### config.mk
export PLATFORM = sky130hd
export DESIGN_NAME = swrl_ctrl
export DESIGN_NICKNAME = d
export VERILOG_FILES = /design/src/rtl/swrl_pkg.sv /design/src/rtl/swrl_ctrl.sv
export SDC_FILE = /design/constraint.sdc
export NUM_CORES = 1
export LEC_CHECK = 0
export BUFFER_PORTS_ARGS = -buffer_cell sky130_fd_sc_hd__buf_2
export CAP_MARGIN = 20
export CELL_PAD_IN_SITES_DETAIL_PLACEMENT = 0
export CELL_PAD_IN_SITES_GLOBAL_PLACEMENT = 1
export CORE_AREA = 2 2 39 41
export DETAILED_ROUTE_END_ITERATION = 8
export DIE_AREA = 0 0 41 43
export GPL_ROUTABILITY_DRIVEN = 0
export PLACE_DENSITY = 0.7
export SETUP_SLACK_MARGIN = 0.3
export SLEW_MARGIN = 20
export SYNTH_ARGS = -nofsm -noshare
export SYNTH_HDL_FRONTEND = slang
export SYNTH_SLANG_ARGS = --single-unit
### constraint.sdc
create_clock -name clk -period 2.05 [get_ports clk]
set_clock_uncertainty 0.05 [all_clocks]
set_input_delay 0.41 -clock clk [delete_from_list [all_inputs] [get_ports clk]]
set_output_delay 0.41 -clock clk [all_outputs]
set_load 0.05 [all_outputs]
### src/rtl/swrl_pkg.sv
// Shared types and constants of the sliding window rate limiter.
// Field widths, configuration register indexes, controller command/status.
// No dependencies.
`default_nettype none

package swrl_pkg;

  localparam int ID_W         = 64;
  localparam int RATE_W       = 5;
  localparam int WIN_W        = 16;
  localparam int WAIT_W       = 17;
  localparam int PEND_CNT_W   = 7;
  localparam int FLIGHT_CNT_W = 5;
  localparam int CFG_INDEX_W  = 2;
  localparam int CFG_DATA_W   = 16;

  localparam logic [CFG_INDEX_W-1:0] REG_MAX_RATE     = 2'd0;
  localparam logic [CFG_INDEX_W-1:0] REG_WINDOW_TICKS = 2'd1;

  localparam logic [RATE_W-1:0] MAX_RATE_RST     = 5'd16;
  localparam logic [WIN_W-1:0]  WINDOW_TICKS_RST = 16'd1000;

  localparam logic ACTION_TICK = 1'b1;

  typedef struct packed {
    logic ingest;
    logic pop;
    logic capture;
    logic plan;
    logic release_id;
    logic empty_result;
  } ctrl_cmd_t;

  typedef struct packed {
    logic expire;
    logic plan_release;
    logic last_release;
    logic out_free;
  } ctrl_sts_t;

endpackage

`default_nettype wire

### src/rtl/swrl_ctrl.sv
// Controller state machine of the rate limiter.
// Sequences ingest, expiry, planning and release of items; uses swrl_pkg.
`default_nettype none

module swrl_ctrl (
  input  wire logic                 clk,
  input  wire logic                 rst,
  input  wire logic                 in_valid,
  output logic                      in_ready,
  input  wire swrl_pkg::ctrl_sts_t  sts,
  output swrl_pkg::ctrl_cmd_t       cmd
);
  import swrl_pkg::*;

  typedef enum logic [5:0] {
    S_IDLE   = 6'b000001,
    S_EXPIRE = 6'b000010,
    S_PLAN   = 6'b000100,
    S_READ   = 6'b001000,
    S_LOAD   = 6'b010000,
    S_NONE   = 6'b100000
  } state_t;

  state_t state, state_next;

  always_ff @(posedge clk) begin
    if (rst) begin
      state <= S_IDLE;
    end else begin
      state <= state_next;
    end
  end

  assign in_ready = (state == S_IDLE);

  always_comb begin
    state_next = state;
    cmd        = '0;
    case (state)
      S_IDLE: begin
        if (in_valid) begin
          cmd.ingest = 1'b1;
          state_next = S_EXPIRE;
        end
      end
      S_EXPIRE: begin
        if (sts.expire) begin
          cmd.pop = 1'b1;
        end else begin
          cmd.capture = 1'b1;
          state_next  = S_PLAN;
        end
      end
      S_PLAN: begin
        cmd.plan   = 1'b1;
        state_next = sts.plan_release ? S_READ : S_NONE;
      end
      S_READ: begin
        state_next = S_LOAD;
      end
      S_LOAD: begin
        if (sts.out_free) begin
          cmd.release_id = 1'b1;
          state_next     = sts.last_release ? S_IDLE : S_READ;
        end
      end
      S_NONE: begin
        if (sts.out_free) begin
          cmd.empty_result = 1'b1;
          state_next       = S_IDLE;
        end
      end
      default: begin
        state_next = S_IDLE;
      end
    endcase
  end

endmodule

`default_nettype wire

==> impl_metrics.yaml <==
status:
  status: "complete, but fails checks"
  failed_checks: "negative setup slack"
critical_path:
  criticalPathCategory: "reg2out"
  path_depth: 4
  startpoint_type: "flip-flop"
  critPathCaptureType: "primary output"
  path_buf_inv: 1
  crit_slowest_cell: "or4b_4"
  cpPeakStageDelay_ns: 0.51
  path_cells: "or3_4 > or4b_4 > nor2_4 > buf_6"
  cp.arrival_ns: 1.72
  critical_path.top_delay_family: "simple AND/OR/NAND/NOR gates"
  reg2reg_depth: 8
  required_ns: 1.59
  cp_max_fo: 2
die:
  dieArea_sq_mm: 0.00176
  num_rows: 14
  core_area_sq_mm: 0.00138
  die_w_um: 41
  initial_utilization_pct: 27.7
  die_y_um: 43
  boundaryPins: 14
timing:
  worstMarginPinSlew_ns: 0.393
  slew_viol_final: 0
  fin_ws_ns: -0.129
  rsz0062_at_grt: "yes"
  period_share_pct: 106
  slew_headroom_pct: 73.5
  finalSetupViolations: 2
  clock.fmax_mhz: 459
  hold_viol_final: 0
  min_period_ns: 2.18
  fin_setup_tns_ns: -0.201
final_layout:
  diodes: 0
  largestRegisters: "state (6)"
  area_growth_pct: 101
  utilization_pct: 55.7
  drive_gt1_share_pct: 70.9
  final_cell_mix: "11 x buf_4, 7 x buf_6, 6 x buf_2"
  layout_commonest_cell: "buf_4"
  largest_reg_flops: 6
  final_cell_area_sq_um: 771
  final_nets: 88
  top_register: "state"
hold_path:
  holdPathStages: 2
  min_path_type: "in2reg"
logic_synthesis:
  yosys-top-cells-area: "dfxtp_1 31%, nor2_1 7.8%, nor3_1 5.2%, nor4_1 4.9%, or4b_4 3.6%"
  syn-num-nets: 57
  ys_seq_area_share_pct: 31.4
  yosysTopAreaCell: "dfxtp_1"
  netlist_area_sq_um: 383
  synth.top_cell.area_share_pct: 31.4
  syn_avg_cell_area_sq_um: 7.66
  synth_cells: 50
  ys_ff_latch: 6
  ys_warn_count: 0
  synth.distinct_cells: 26
placed_design:
  port-buffer-count: 13
  placed_area_sq_um: 517
  dp_hpwl_um: 789
pwr:
  power.density_mw_per_mm2: 699
  peakVddDrop_mv: 0.345
  p_leak_nw: 0.319
cts:
  h-tree-depth: 1
  clkSinkCount: 6
  clock_latency_ns: 0.26
  cts_tree: "yes"
  cts_inserted_buffers: 3
  clk_pin_slew_ns: 0.05
  clk_path_buf_depth: 2
  clockRootBuffer: "clkbuf_4"
  cts-hold-fix-buffers: 0
routing:
  vias_per_cell: 5.17
  final_antenna_net_count: 0
  wire_per_inst_um: 13.8
  vias: 491
  drtIter0Drc: 13
  routed_wl_um: 1320
  drt_first_pass_iters: 4
  drc: 0
global_route:
  grt-ovfl-total: 0
  grt_pass1_wl_um: 1930
  grt_pass1_vias: 469
  antenna_found_initial: 0
  grt_usage_pct: 16.3
  grt_max_degree: 9
job:
  drv_cap: 0
==> cell usage after synthesis <==
master / number
clkbuf_1: 2
a2bb2oi_1: 1
or4b_4: 1
a21oi_1: 2
nor3_1: 4
and4b_1: 1
nor2b_1: 2
or3_1: 1
o21ai_0: 1
and3_1: 1
o32a_1: 1
nand2_1: 3
nor4_1: 3
or2_0: 1
nand3_1: 1
dfxtp_1: 6
and2_1: 1
xnor2_1: 1
a32oi_1: 1
or4b_1: 1
inv_1: 3
nor2_1: 8
o311ai_0: 1
and4_1: 1
or3_4: 1
o31ai_1: 1
==> worst paths after layout <==
path | start | slack [ns] | to
max reg2reg | state[0]$_SDFFE_PP1P_ | 0.02 | state[0]$_SDFFE_PP1P_
max | state[0]$_SDFFE_PP1P_ | -0.13 | cmd[1]
min reg2reg | state[4]$_SDFFE_PP0P_ | 0.54 | state[4]$_SDFFE_PP0P_
min | rst | 0.36 | state[4]$_SDFFE_PP0P_
==> logic make-up after synthesis <==
group | after synthesis | synth area share (%)
XOR/XNOR | 1 | 2.29
AO/OA/AOI/OAI | 8 | 15.4
flip-flops | 6 | 31.4
AND/OR/NAND/NOR | 30 | 46.1
buffers and inverters | 5 | 4.90
==> layout make-up <==
type / instances / area, sq um
Multi-Input combinational cell: 39 / 344
Fill cell: 130 / 613
Sequential cell: 6 / 129
Inverter: 3 / 11.3
Clock buffer: 3 / 22.5
Tap cell: 16 / 20.0
Timing Repair Buffer: 28 / 244
==> worst reg2reg max path: cells and delay by family (launching register included) <==
| kind | cells | cell delay [ns] |
|---|---|---|
| AO/OA/AOI/OAI | 1 | 0.09 |
| flip-flops | 1 | 0.32 |
| AND/OR/NAND/NOR | 3 | 0.95 |
| buffers and inverters | 4 | 0.49 |
==> report_power, final <==
part	internal (mW)	total [mW]	switching (mW)
Combinational	0.149	0.287	0.138
Clock	0.0669	0.119	0.0525
Sequential	0.126	0.132	0.00598
==> routing by layer <==
metal	up-vias	GRT usage, %	routed length [um]
li1	247	-	-
met4	0	12.0	54
met2	11	24.4	668
met1	228	20.4	558
met5	-	0	0
met3	5	1.57	33
==> what timing repair did <==
action / in CTS / in global routing
endpoints found under the hold margin: 0 / 0
pin swaps: 9 / 9
resized for setup: 35 / 8
endpoints found under the setup margin: 8 / 11
buffers inserted: 5 / 5
==> metrics by stage <==
| stage | cells | hold WS, ns | power [mW] | setup slack, ns |
|---|---|---|---|---|
| floorplan | 50 | 0.429 | 0.252 | 0.0663 |
| global placement | 82 | 0.524 | 0.306 | 0.0724 |
| detailed placement | 82 | 0.526 | 0.305 | 0.0622 |
| CTS | 90 | 0.348 | 0.474 | -0.122 |
| global route | 95 | 0.367 | 0.563 | -0.161 |
| finish | 95 | 0.358 | 0.539 | -0.129 |
No activity file was read; power rests on OpenSTA's default activity.
